### config.mk
export PLATFORM = sky130hd
export DESIGN_NAME = optical_wear_detector
export DESIGN_NICKNAME = d
export VERILOG_FILES = /design/src/hw/rtl/owd_pkg.sv /design/src/hw/rtl/owd_div.sv /design/src/hw/rtl/owd_wear.sv /design/src/hw/rtl/optical_wear_detector.sv
export SDC_FILE = /design/constraint.sdc
export NUM_CORES = 1
export LEC_CHECK = 0
export BUFFER_PORTS_ARGS = -buffer_cell sky130_fd_sc_hd__buf_2
export CORE_UTILIZATION = 40
export CTS_BUF_LIST = sky130_fd_sc_hd__clkbuf_16
export DETAILED_ROUTE_END_ITERATION = 6
export PLACE_DENSITY_LB_ADDON = 0.15
export RECOVER_POWER = 25
export REMOVE_ABC_BUFFERS = 1
export SLEW_MARGIN = 25
export SYNTH_ARGS = -nofsm -noshare
export SYNTH_HDL_FRONTEND = slang
export SYNTH_SLANG_ARGS = --single-unit
### constraint.sdc
create_clock -name i_clk -period 4.5 [get_ports i_clk]
set_input_delay 0.675 -clock i_clk [delete_from_list [all_inputs] [get_ports i_clk]]
set_output_delay 0.675 -clock i_clk [all_outputs]
set_load 0.05 [all_outputs]
### src/hw/rtl/owd_pkg.sv
// ----------------------------------------------------------------------------
// owd_pkg
// Shared types and constants for the optical wear detector.
// ----------------------------------------------------------------------------
package owd_pkg;

    localparam int SAMPLE_BITS = 18;
    localparam int COUNT_BITS  = 10;
    localparam int TOTAL_BITS  = SAMPLE_BITS + COUNT_BITS;
    localparam int RUN_BITS    = 4;
    localparam int ADDR_BITS   = 5;
    localparam int APB_BITS    = 32;
    localparam int IN_BITS     = ((2 * SAMPLE_BITS + 7) / 8) * 8;
    localparam int OUT_USED    = 4 * SAMPLE_BITS + 2;
    localparam int OUT_BITS    = ((OUT_USED + 7) / 8) * 8;

    localparam logic [COUNT_BITS-1:0] WINDOW_RESET  = COUNT_BITS'(100);
    localparam logic [RUN_BITS-1:0]   CONFIRM_RESET = RUN_BITS'(3);
    localparam logic [RUN_BITS-1:0]   RELEASE_RESET = RUN_BITS'(2);

    localparam logic [2:0] REG_IR_THR  = 3'd0;
    localparam logic [2:0] REG_RED_THR = 3'd1;
    localparam logic [2:0] REG_WINDOW  = 3'd2;
    localparam logic [2:0] REG_CONFIRM = 3'd3;
    localparam logic [2:0] REG_RELEASE = 3'd4;

    typedef enum logic [1:0] {
        PHASE_UNCAL    = 2'd0,
        PHASE_NOT_WORN = 2'd1,
        PHASE_WORN     = 2'd2
    } t_phase;

    typedef struct packed {
        logic [SAMPLE_BITS-1:0] ir_mean_threshold;
        logic [SAMPLE_BITS-1:0] red_mean_threshold;
        logic [COUNT_BITS-1:0]  window_length;
        logic [RUN_BITS-1:0]    confirm_windows;
        logic [RUN_BITS-1:0]    release_windows;
    } t_cfg;

    typedef struct packed {
        logic                  start;
        logic [TOTAL_BITS-1:0] dividend;
        logic [COUNT_BITS-1:0] divisor;
    } t_div_req;

    typedef struct packed {
        logic                   done;
        logic [SAMPLE_BITS-1:0] quotient;
    } t_div_rsp;

endpackage

### src/hw/rtl/owd_div.sv
// ----------------------------------------------------------------------------
// owd_div
// Radix-2 restoring divider, one quotient bit per cycle, shared by both channels.
// ----------------------------------------------------------------------------
module owd_div (
    input  logic              i_clk,
    input  logic              i_rst_n,
    input  owd_pkg::t_div_req i_req,
    output owd_pkg::t_div_rsp o_rsp
);
    import owd_pkg::*;

    localparam int STEP_BITS = $clog2(TOTAL_BITS);
    localparam logic [STEP_BITS-1:0] LAST_STEP = STEP_BITS'(TOTAL_BITS - 1);

    logic                  r_busy;
    logic                  r_done;
    logic [STEP_BITS-1:0]  r_step;
    logic [COUNT_BITS-1:0] r_rem;
    logic [TOTAL_BITS-1:0] r_acc;
    logic [COUNT_BITS-1:0] r_divisor;

    logic [COUNT_BITS:0]   shifted;
    logic                  fits;
    logic [COUNT_BITS:0]   diff;

    assign shifted = {r_rem, r_acc[TOTAL_BITS-1]};
    assign fits    = shifted >= {1'b0, r_divisor};
    assign diff    = shifted - {1'b0, r_divisor};

    always_ff @(posedge i_clk) begin
        if (!i_rst_n) begin
            r_busy <= 1'b0;
            r_done <= 1'b0;
            r_step <= '0;
        end else begin
            r_done <= 1'b0;
            if (i_req.start) begin
                r_busy <= 1'b1;
                r_step <= '0;
            end else if (r_busy) begin
                r_step <= r_step + 1'b1;
                if (r_step == LAST_STEP) begin
                    r_busy <= 1'b0;
                    r_done <= 1'b1;
                end
            end
        end
    end

    always_ff @(posedge i_clk) begin
        if (i_req.start) begin
            r_rem     <= '0;
            r_acc     <= i_req.dividend;
            r_divisor <= i_req.divisor;
        end else if (r_busy) begin
            r_rem <= fits ? diff[COUNT_BITS-1:0] : shifted[COUNT_BITS-1:0];
            r_acc <= {r_acc[TOTAL_BITS-2:0], fits};
        end
    end

    assign o_rsp.done     = r_done;
    assign o_rsp.quotient = r_acc[SAMPLE_BITS-1:0];

endmodule

### src/hw/rtl/owd_wear.sv
// ----------------------------------------------------------------------------
// owd_wear
// Wear state tracker with confirm and release run counters.
// ----------------------------------------------------------------------------
module owd_wear (
    input  logic                         i_clk,
    input  logic                         i_rst_n,
    input  logic                         i_update,
    input  logic [owd_pkg::SAMPLE_BITS-1:0] i_ir_mean,
    input  logic [owd_pkg::SAMPLE_BITS-1:0] i_red_mean,
    input  owd_pkg::t_cfg                i_cfg,
    output owd_pkg::t_phase              o_phase
);
    import owd_pkg::*;

    t_phase              r_phase, n_phase;
    logic [RUN_BITS-1:0] r_confirm, n_confirm;
    logic [RUN_BITS-1:0] r_release, n_release;
    logic [RUN_BITS-1:0] confirm_inc;
    logic [RUN_BITS-1:0] release_inc;
    logic                uncal;
    logic                worn_like;

    assign confirm_inc = r_confirm + 1'b1;
    assign release_inc = r_release + 1'b1;
    assign uncal       = (i_cfg.ir_mean_threshold == '0) || (i_cfg.red_mean_threshold == '0);
    assign worn_like   = (i_ir_mean >= i_cfg.ir_mean_threshold) &&
                         (i_red_mean >= i_cfg.red_mean_threshold);

    always_comb begin
        n_phase   = r_phase;
        n_confirm = r_confirm;
        n_release = r_release;
        if (i_update) begin
            if (uncal) begin
                n_phase   = PHASE_UNCAL;
                n_confirm = '0;
                n_release = '0;
            end else if (worn_like) begin
                n_release = '0;
                if (r_phase != PHASE_WORN) begin
                    if (confirm_inc >= i_cfg.confirm_windows) begin
                        n_phase   = PHASE_WORN;
                        n_confirm = '0;
                    end else begin
                        n_confirm = confirm_inc;
                    end
                end
            end else begin
                n_confirm = '0;
                if (r_phase == PHASE_WORN) begin
                    if (release_inc >= i_cfg.release_windows) begin
                        n_phase   = PHASE_NOT_WORN;
                        n_release = '0;
                    end else begin
                        n_release = release_inc;
                    end
                end else begin
                    n_phase   = PHASE_NOT_WORN;
                    n_release = '0;
                end
            end
        end
    end

    always_ff @(posedge i_clk) begin
        if (!i_rst_n) begin
            r_phase   <= PHASE_UNCAL;
            r_confirm <= '0;
            r_release <= '0;
        end else begin
            r_phase   <= n_phase;
            r_confirm <= n_confirm;
            r_release <= n_release;
        end
    end

    assign o_phase = r_phase;

endmodule

### src/hw/rtl/optical_wear_detector.sv
// ----------------------------------------------------------------------------
// optical_wear_detector
// Windowed red/IR reflectance statistics and wear state detection.
// ----------------------------------------------------------------------------
// Input stream (s_axis): one red and one infrared sample per transfer.
// Samples that do not close a window are absorbed without holding the input off, so the
// input stays ready back to back. The sample that closes a window starts
// the shared divider: the IR mean, then the red mean, each divided bit by
// bit, then the wear update state and the load of the result register.
// A closing sample holds the input off until the result register is
// loaded.
// Output stream (m_axis): one transfer per closed window carrying both means,
// both swings and the wear status after the update. The result register
// lets the next window fill while a result waits; a new result that finds
// the register still full waits, with the input held off, until the
// receiver takes the old one.
// APB port: five registers at byte addresses 0, 4, 8, 12, 16; write only
// while the block is idle.
// Reset clears the window, the wear state (uncalibrated) and the result valid
// flag, and loads the register defaults.
// ----------------------------------------------------------------------------
module optical_wear_detector (
    input  logic                          i_clk,
    input  logic                          i_rst_n,
    input  logic                          s_axis_tvalid,
    output logic                          s_axis_tready,
    // [17:0] red_sample, [35:18] ir_sample, rest zero
    input  logic [owd_pkg::IN_BITS-1:0]   s_axis_tdata,
    output logic                          m_axis_tvalid,
    input  logic                          m_axis_tready,
    // [17:0] ir_mean, [35:18] ir_swing, [53:36] red_mean, [71:54] red_swing,
    // [73:72] wear_status, rest zero
    output logic [owd_pkg::OUT_BITS-1:0]  m_axis_tdata,
    input  logic                          psel,
    input  logic                          penable,
    input  logic                          pwrite,
    input  logic [owd_pkg::ADDR_BITS-1:0] paddr,
    input  logic [owd_pkg::APB_BITS-1:0]  pwdata,
    output logic [owd_pkg::APB_BITS-1:0]  prdata,
    output logic                          pready
);
    import owd_pkg::*;

    typedef enum logic [2:0] {
        S_IDLE,
        S_DIV_IR,
        S_DIV_RED,
        S_WEAR,
        S_EMIT
    } t_state;

    t_state                 r_state;
    t_cfg                   r_cfg;
    logic                   r_div_go;
    logic                   r_out_valid;
    logic [OUT_BITS-1:0]    r_out_data;

    logic [TOTAL_BITS-1:0]  r_red_total, r_ir_total;
    logic [SAMPLE_BITS-1:0] r_red_low, r_red_high, r_ir_low, r_ir_high;
    logic [COUNT_BITS-1:0]  r_count;
    logic [SAMPLE_BITS-1:0] r_ir_mean, r_red_mean;

    logic [SAMPLE_BITS-1:0] red_in, ir_in;
    logic [COUNT_BITS-1:0]  n_count;
    logic                   closes;
    logic                   in_xfer, out_xfer, cfg_wr;
    logic [2:0]             reg_idx;
    logic [SAMPLE_BITS-1:0] quot;
    logic [SAMPLE_BITS-1:0] ir_swing, red_swing;
    logic                   load_out;

    t_div_req               div_req;
    t_div_rsp               div_rsp;
    t_phase                 phase;

    assign red_in   = s_axis_tdata[SAMPLE_BITS-1:0];
    assign ir_in    = s_axis_tdata[2*SAMPLE_BITS-1:SAMPLE_BITS];
    assign n_count  = r_count + 1'b1;
    assign closes   = (n_count == '0) || (n_count >= r_cfg.window_length);
    assign in_xfer  = s_axis_tvalid && s_axis_tready;
    assign out_xfer = m_axis_tvalid && m_axis_tready;
    assign load_out = (r_state == S_EMIT) && (!r_out_valid || m_axis_tready);
    assign quot     = (r_count == '0) ? '0 : div_rsp.quotient;
    assign ir_swing  = r_ir_high - r_ir_low;
    assign red_swing = r_red_high - r_red_low;

    assign div_req.start    = r_div_go;
    assign div_req.dividend = (r_state == S_DIV_RED) ? r_red_total : r_ir_total;
    assign div_req.divisor  = r_count;

    owd_div u_div (
        .i_clk   (i_clk),
        .i_rst_n (i_rst_n),
        .i_req   (div_req),
        .o_rsp   (div_rsp)
    );

    owd_wear u_wear (
        .i_clk      (i_clk),
        .i_rst_n    (i_rst_n),
        .i_update   (r_state == S_WEAR),
        .i_ir_mean  (r_ir_mean),
        .i_red_mean (r_red_mean),
        .i_cfg      (r_cfg),
        .o_phase    (phase)
    );

    // sequencer
    always_ff @(posedge i_clk) begin
        if (!i_rst_n) begin
            r_state     <= S_IDLE;
            r_div_go    <= 1'b0;
            r_out_valid <= 1'b0;
            r_count     <= '0;
            r_red_total <= '0;
            r_ir_total  <= '0;
            r_red_low   <= '1;
            r_red_high  <= '0;
            r_ir_low    <= '1;
            r_ir_high   <= '0;
        end else begin
            r_div_go <= 1'b0;
            if (out_xfer) begin
                r_out_valid <= 1'b0;
            end
            unique case (r_state)
                S_IDLE: begin
                    if (in_xfer) begin
                        r_red_total <= r_red_total + TOTAL_BITS'(red_in);
                        r_ir_total  <= r_ir_total + TOTAL_BITS'(ir_in);
                        r_count     <= n_count;
                        if (red_in < r_red_low)  r_red_low  <= red_in;
                        if (red_in > r_red_high) r_red_high <= red_in;
                        if (ir_in < r_ir_low)    r_ir_low   <= ir_in;
                        if (ir_in > r_ir_high)   r_ir_high  <= ir_in;
                        if (closes) begin
                            r_state  <= S_DIV_IR;
                            r_div_go <= 1'b1;
                        end
                    end
                end
                S_DIV_IR: begin
                    if (div_rsp.done) begin
                        r_ir_mean <= quot;
                        r_state   <= S_DIV_RED;
                        r_div_go  <= 1'b1;
                    end
                end
                S_DIV_RED: begin
                    if (div_rsp.done) begin
                        r_red_mean <= quot;
                        r_state    <= S_WEAR;
                    end
                end
                S_WEAR: begin
                    r_state <= S_EMIT;
                end
                S_EMIT: begin
                    if (load_out) begin
                        r_out_valid <= 1'b1;
                        r_out_data  <= {(OUT_BITS - OUT_USED)'(0), phase, red_swing,
                                        r_red_mean, ir_swing, r_ir_mean};
                        r_count     <= '0;
                        r_red_total <= '0;
                        r_ir_total  <= '0;
                        r_red_low   <= '1;
                        r_red_high  <= '0;
                        r_ir_low    <= '1;
                        r_ir_high   <= '0;
                        r_state     <= S_IDLE;
                    end
                end
                default: begin
                    r_state <= S_IDLE;
                end
            endcase
        end
    end

    // configuration registers
    assign reg_idx = paddr[ADDR_BITS-1:2];
    assign cfg_wr  = psel && penable && pwrite && pready;

    always_ff @(posedge i_clk) begin
        if (!i_rst_n) begin
            r_cfg.ir_mean_threshold  <= '0;
            r_cfg.red_mean_threshold <= '0;
            r_cfg.window_length      <= WINDOW_RESET;
            r_cfg.confirm_windows    <= CONFIRM_RESET;
            r_cfg.release_windows    <= RELEASE_RESET;
        end else if (cfg_wr) begin
            unique case (reg_idx)
                REG_IR_THR:  r_cfg.ir_mean_threshold  <= pwdata[SAMPLE_BITS-1:0];
                REG_RED_THR: r_cfg.red_mean_threshold <= pwdata[SAMPLE_BITS-1:0];
                REG_WINDOW:  r_cfg.window_length      <= pwdata[COUNT_BITS-1:0];
                REG_CONFIRM: r_cfg.confirm_windows    <= pwdata[RUN_BITS-1:0];
                REG_RELEASE: r_cfg.release_windows    <= pwdata[RUN_BITS-1:0];
                default: ;
            endcase
        end
    end

    always_comb begin
        unique case (reg_idx)
            REG_IR_THR:  prdata = APB_BITS'(r_cfg.ir_mean_threshold);
            REG_RED_THR: prdata = APB_BITS'(r_cfg.red_mean_threshold);
            REG_WINDOW:  prdata = APB_BITS'(r_cfg.window_length);
            REG_CONFIRM: prdata = APB_BITS'(r_cfg.confirm_windows);
            REG_RELEASE: prdata = APB_BITS'(r_cfg.release_windows);
            default:     prdata = '0;
        endcase
    end

    assign pready        = 1'b1;
    assign s_axis_tready = (r_state == S_IDLE);
    assign m_axis_tvalid = r_out_valid;
    assign m_axis_tdata  = r_out_data;

endmodule

## Yosys cells after proc, flatten, opt, wreduce, memory -nomap -nowiden

Cells that the tools add are included.
Widths: inputs -> output; s select.

- Equality and inequality tests: 23
- Bitwise gates (word level): 2
- $lt $le $gt $ge: 10
- $add $sub $neg: 9
- Reduce and logical (&&, ||, !) cells: 36
- Mux-type cells: 59

Operators by type and width:

| cell | number |
|---|---|
| $mux 18 | 11 |
| $mux 28 | 6 |
| $pmux 18 s2 | 4 |
| $pmux 28 s2 | 2 |
| $pmux 18 s5 | 1 |
| $add 28x18->28 | 2 |
| $ge 18x18->1 | 2 |
| $gt 18x18->1 | 2 |
| $logic_not 18->1 | 2 |
| $lt 18x18->1 | 2 |
| $sub 18x18->18 | 2 |
| $mux 4 | 8 |
| $mux 10 | 3 |
| $logic_not 10->1 | 2 |
| $pmux 10 s2 | 1 |
| $reduce_and 4->1 | 5 |
| $ne 2x1->1 const B | 8 |
| $mux 3 | 5 |
| $pmux 3 s5 | 1 |
| $eq 3x2->1 const B | 4 |
| $mux 2 | 6 |
| $reduce_and 2->1 | 6 |
| $reduce_and 3->1 | 4 |
| $ge 11x10->1 | 1 |
| other kinds (24) | 49 |

- Register bits: 372
- Output and inout bits: 115

## Longest topological paths before layout

- Depth in word-level cells: 6
- Gate-level depth with buffers: 12

## Modules after synthesis

A second synthesis with hierarchy kept.

- Cell total of the unflattened synthesis: 2296
- Area total of the unflattened synthesis: 21872.2 um2

Modules (own cells, without submodules):

| module | cells each | seq. area each (um2) | times used | area an instance (um2) |
|---|---|---|---|---|
| optical_wear_detector | 1828 | 7247.0 | 1 | 17232.8 |
| owd_div | 237 | 1481.4 | 1 | 2896.5 |
| owd_wear | 231 | 200.2 | 1 | 1742.9 |

## Worst setup path after synthesis

No wires, ideal clock.

- Path type: input to register
- Start: input i_rst_n
- End: register r_out_data[0] (netlist: m_axis_tdata[0]), enable pin
- Data arrival time: 2.921 ns
- Cell stages on the path: 3
- Library setup time: 0.441 ns
- Path slack: 1.139 ns
- Buffers on the path: 2
- Data required time: 4.059 ns
- Cell sequence: clkbuf_1 clkbuf_1 and2_1

- Longest elaborated chain between the ends: 1

Ends and longest elaborated chain:

| what | line | RTL |
|---|---|---|
| from (decl) | optical_wear_detector.sv:24 | `input logic i_rst_n,` |
| $reduce_and 3->1 (no line) | - |  |
| to (signal assigned) | optical_wear_detector.sv:161 | `r_out_data <= {(OUT_BITS - OUT_USED)'(0), phase, red_swing,` |
| to (decl) | optical_wear_detector.sv:56 | `logic [OUT_BITS-1:0] r_out_data;` |

No other way between the ends.
A chain may end at the register's enable or synchronous reset.

==> key figures <==
Status
  • Status: finished with violations
  • Failing checks: max-capacitance violations, max-slew violations

Routing
  • Aggregate routed wire length: 54700 um
  • DRT iter0 DRCs: 894
  • Post-detailed-route DRC marker count: 0
  • Routed via count: roughly 17000
  • Average via count per standard cell: 5.34
  • Average wire per cell in the routed design: between 15 and 20 um
  • Pre-antenna DRT Iters: 5
  • Number of nets with antenna violations after detailed routing: 0

Setup path
  • Kind of critical path: input pin to register
  • Kind of launch point of the worst setup path: input pin
  • Crit path max fanout: 39
  • Endpoint arrival time on the critical path: 4220 ps
  • Required time at the worst-slack endpoint: 5000 ps
  • Crit. End Element: register

Final layout
  • Post-layout instance area: 24000 um^2
  • Share of layout cells above drive strength 1: 10.6%
  • Antenna diode count: 0
  • Net count reported at finish: 2700
  • Area growth syn-to-layout: 13.3%
  • Fillers: around 5000
  • Post-route non-filler standard cell count: 3117

Synth
  • Share of synthesized area spent on multiplexers: 3.71%
  • Number of cells produced by synthesis: 2259
  • Cell area after synthesis: between 20000 and 25000 um^2
  • Post-synthesis share of cell area spent on xor and xnor gates: 4.10%
  • Flip-flop and latch count after synthesis: 372
  • Post-Syn Area per Cell: 9.37 um^2
  • Post-synthesis share of cell area spent on and, or, nand and nor gates: roughly 16%
  • Synth warnings: 0
  • Predominant post-synthesis flop cell: sky130_fd_sc_hd__dfxtp_1
  • Library cells used by synthesis: 75
  • Number of enable flip-flop cells after synthesis: 148
  • Post-synthesis sequential area ratio: 42.2%
  • Combinational family with the most area after synthesis: simple AND/OR/NAND/NOR gates
  • Compound-Gate Fraction of Synth Area: 15.3%
  • Fraction of synthesis flops using an asynchronous set or reset pin: 0%
  • Synthesized-area fraction occupied by adder cells: approximately an eighth

STA
  • Final Hold Fails: 0
  • Setup-violating endpoint count in the final report: 0
  • Final worst path period share: 82.5%
  • Setup TNS: 0 ps
  • Maximum operating frequency: 269 MHz
  • Largest clock skew in the final design: about 23 ps
  • Max-slew violation count: 175
  • Worst hold slack: between 300 and 400 ps
  • Worst max-slew margin expressed relative to the limit: -120%
  • Unrepaired setup endpoints after global routing: no
  • Clock period minus worst slack: 3710 ps
  • Slew at the pin closest to its max-slew limit: 3300 ps

Placement
  • # port buffers: around 160
  • Total cell area at the placement stage: 22600 um^2
  • Detail Placement HPWL: 40500 um
  • Global placer's final weighted congestion: 0.903
  • Cell Count Post-Placement: a little over 3000

Clocking
  • CTS Hold Bufs: 0
  • Clock tree root driver cell: sky130_fd_sc_hd__clkbuf_16
  • Total number of clock tree sinks: ~370
  • Clock Tree Buf Depth: 3
  • H-tree Lvls: 2
  • Number of buffers created by CTS: 44
  • Post-CTS clock slew at the launch and capture registers of the worst setup and hold paths: roughly 60 ps
  • Clk Latency, worst-skew pair: 580 ps
  • CTS tree: done
  • PostCTS Resize Cnt: 0
  • Post-CTS Setup Inserts: 0

Pwr
  • Switching part of the total: 28.5%
  • Static leakage power: about 10 nW
  • VDD IR-drop max: between 200 and 300 uV
  • Flop pwr share: 42.9%
  • Clock network power share: 38.7%
  • P per Cell Area: 370 nW/um^2
  • Final Total Pwr: ~9 mW
  • Switching power: 2.53 mW
  • Cell internal power dissipation: 6.34 mW
  • Combinational cell fraction of total power: 18.4%

Die
  • Standard cell core area: 51800 um^2
  • Count of pins on the block boundary: 199
  • Y dimension of the die: 232 um
  • Die boundary width: 232 um
  • Total Die Area: approximately 54000 um^2
  • Rows: 83
  • Starting Density: 40.9%

Flow run
  • Reported max-cap violation count: 4

Global routing
  • Maximum number of pins on one net before global-route repair: 79
  • Grt total ovfl: 0
  • Combined global-route utilization of all metal layers: 20.3%
  • Number of global-route vias before repair: 16200
  • Antenna violations before repair: 4
  • First-pass GRT wire length: 86700 um

Hold path
  • Tightest Hold Check Type: input pin to register
## metal layers
layer	wire, um	track usage [%]	part of all wire, %
met4	1250	5.49	2.3
met5	62	0	0.11
met2	25600	34.1	47
met1	25200	26.6	46
met3	2620	3.76	4.8
## worst paths after layout
kind	start	endpoint	slack [ps]	depth (start not counted)
worst max-delay path	i_rst_n	u_wear.r_confirm[2]	790	7
worst min register to register	r_ir_mean[5]	m_axis_tdata[5]	450	0
worst min-delay path	pwdata[17]	r_cfg[53]	370	3
worst max register to register	r_div_go	u_div.r_acc[0]	1060	3
## synthesized netlist by cell type (6+ instances only)
cell | number | area share (%)
sky130_fd_sc_hd__a2111oi_0 | 6 | 0.25
sky130_fd_sc_hd__a211oi_1 | 16 | 0.57
sky130_fd_sc_hd__a21boi_0 | 59 | 2.1
sky130_fd_sc_hd__a21o_1 | 54 | 1.9
sky130_fd_sc_hd__a21oi_1 | 134 | 3.2
sky130_fd_sc_hd__a22oi_1 | 23 | 0.82
sky130_fd_sc_hd__a31o_2 | 6 | 0.25
sky130_fd_sc_hd__a31oi_1 | 9 | 0.27
sky130_fd_sc_hd__and2_1 | 28 | 0.83
sky130_fd_sc_hd__and3_1 | 22 | 0.65
sky130_fd_sc_hd__buf_1 | 11 | 0.20
sky130_fd_sc_hd__buf_4 | 21 | 0.74
sky130_fd_sc_hd__clkbuf_1 | 74 | 1.3
sky130_fd_sc_hd__dfxtp_1 | 224 | 21
sky130_fd_sc_hd__edfxtp_1 | 148 | 21
sky130_fd_sc_hd__ha_1 | 210 | 12
sky130_fd_sc_hd__inv_1 | 169 | 3.0
sky130_fd_sc_hd__mux2i_1 | 75 | 3.5
sky130_fd_sc_hd__nand2_1 | 193 | 3.4
sky130_fd_sc_hd__nand2b_1 | 27 | 0.80
sky130_fd_sc_hd__nand3_1 | 23 | 0.54
sky130_fd_sc_hd__nand4_1 | 61 | 1.8
sky130_fd_sc_hd__nor2_1 | 183 | 3.2
sky130_fd_sc_hd__nor2b_1 | 66 | 2.0
sky130_fd_sc_hd__nor3_1 | 25 | 0.59
sky130_fd_sc_hd__nor3b_1 | 34 | 1.2
sky130_fd_sc_hd__nor4_1 | 10 | 0.30
sky130_fd_sc_hd__o211ai_1 | 10 | 0.35
sky130_fd_sc_hd__o21a_1 | 9 | 0.32
sky130_fd_sc_hd__o21ai_0 | 130 | 3.1
sky130_fd_sc_hd__o21bai_1 | 6 | 0.21
sky130_fd_sc_hd__o31ai_1 | 7 | 0.25
sky130_fd_sc_hd__or2_2 | 8 | 0.24
sky130_fd_sc_hd__or3_1 | 12 | 0.35
sky130_fd_sc_hd__xnor2_1 | 72 | 3.0
sky130_fd_sc_hd__xor2_1 | 27 | 1.1
## kinds of logic (layout without fill, tap and decap cells)
group | Yosys count | count (layout)
other | 2 | 21
DFF | 372 | 372
xor gates and xnor gates | 99 | 99
muxes | 77 | 77
AOI/OAI and AO/OA | 511 | 511
and+or+nand+nor | 706 | 706
adders and majority gates | 215 | 215
buffers and inverters | 277 | 436
## per-stage QoR
step	worst slack, ps	utilization (%)
floorplan	269	-
global placement	808	43.7
detailed placement	763	43.7
CTS	1280	46.3
global route	604	46.3
finish	789	46.3
## final cells by class
class	count	area (um^2)	area share [%]
tap	680	851	3.55
clock inverter	37	246	1.03
multi-input combinational	1629	11200	46.8
timing repair buffer	185	965	4.02
sequential	372	8930	37.2
inverter	169	634	2.65
clock buffer	45	1130	4.70
## cell usage in the layout (no fill, tap or decap), types with 9 or more instances in the layout
cell type                   count
sky130_fd_sc_hd__nor4_1         9
sky130_fd_sc_hd__edfxtp_1     148
sky130_fd_sc_hd__mux2i_1       75
sky130_fd_sc_hd__nor2b_1       66
sky130_fd_sc_hd__nand3_1       23
sky130_fd_sc_hd__a22oi_1       23
sky130_fd_sc_hd__clkbuf_1      17
sky130_fd_sc_hd__o21ai_0      129
sky130_fd_sc_hd__xnor2_1       72
sky130_fd_sc_hd__buf_4         24
sky130_fd_sc_hd__nor2_1       181
sky130_fd_sc_hd__nand4_1       61
sky130_fd_sc_hd__inv_1        178
sky130_fd_sc_hd__dfxtp_1      224
sky130_fd_sc_hd__clkbuf_16     45
sky130_fd_sc_hd__a21o_1        54
sky130_fd_sc_hd__nor3b_1       34
sky130_fd_sc_hd__o21a_1         9
sky130_fd_sc_hd__a21boi_0      59
sky130_fd_sc_hd__xor2_1        27
sky130_fd_sc_hd__clkinv_1      14
sky130_fd_sc_hd__nand2b_1      27
sky130_fd_sc_hd__ha_1         210
sky130_fd_sc_hd__o211ai_1      10
sky130_fd_sc_hd__a31oi_1        9
sky130_fd_sc_hd__conb_1        21
sky130_fd_sc_hd__and2_1        27
sky130_fd_sc_hd__a21oi_1      132
sky130_fd_sc_hd__or3_1         12
sky130_fd_sc_hd__buf_2        143
sky130_fd_sc_hd__nor3_1        25
sky130_fd_sc_hd__a211oi_1      15
sky130_fd_sc_hd__nand2_1      193
sky130_fd_sc_hd__and3_1        22
## flip-flops by register name (all words and copies together), names as in the netlist, 28 cells and up
register      cells
r_ir_total       28
r_cfg            54
r_red_total      28
m_axis_tdata     74
u_div.r_acc      28
## worst max-delay path: stages
cell and delay (ps):
sky130_fd_sc_hd__clkbuf_1 1360, sky130_fd_sc_hd__clkbuf_1 1000, sky130_fd_sc_hd__nand2_1 220, sky130_fd_sc_hd__a2111oi_1 420
sky130_fd_sc_hd__buf_4 210, sky130_fd_sc_hd__a21boi_0 170, sky130_fd_sc_hd__a31o_2 120
## power by group through the flow
stage / logic (mW) / clock network [mW] / registers (mW)
6_report: 1.63 / 3.43 / 3.80
5_1_grt: 1.85 / 3.68 / 3.83
4_1_cts: 1.64 / 3.54 / 3.80
3_5_place_dp: 1.62 / 0 / 3.88
3_3_place_gp: 1.58 / 0 / 3.87
2_1_floorplan: 1.21 / 0 / 3.82
Note: power is estimated with default switching activity, not from simulation.
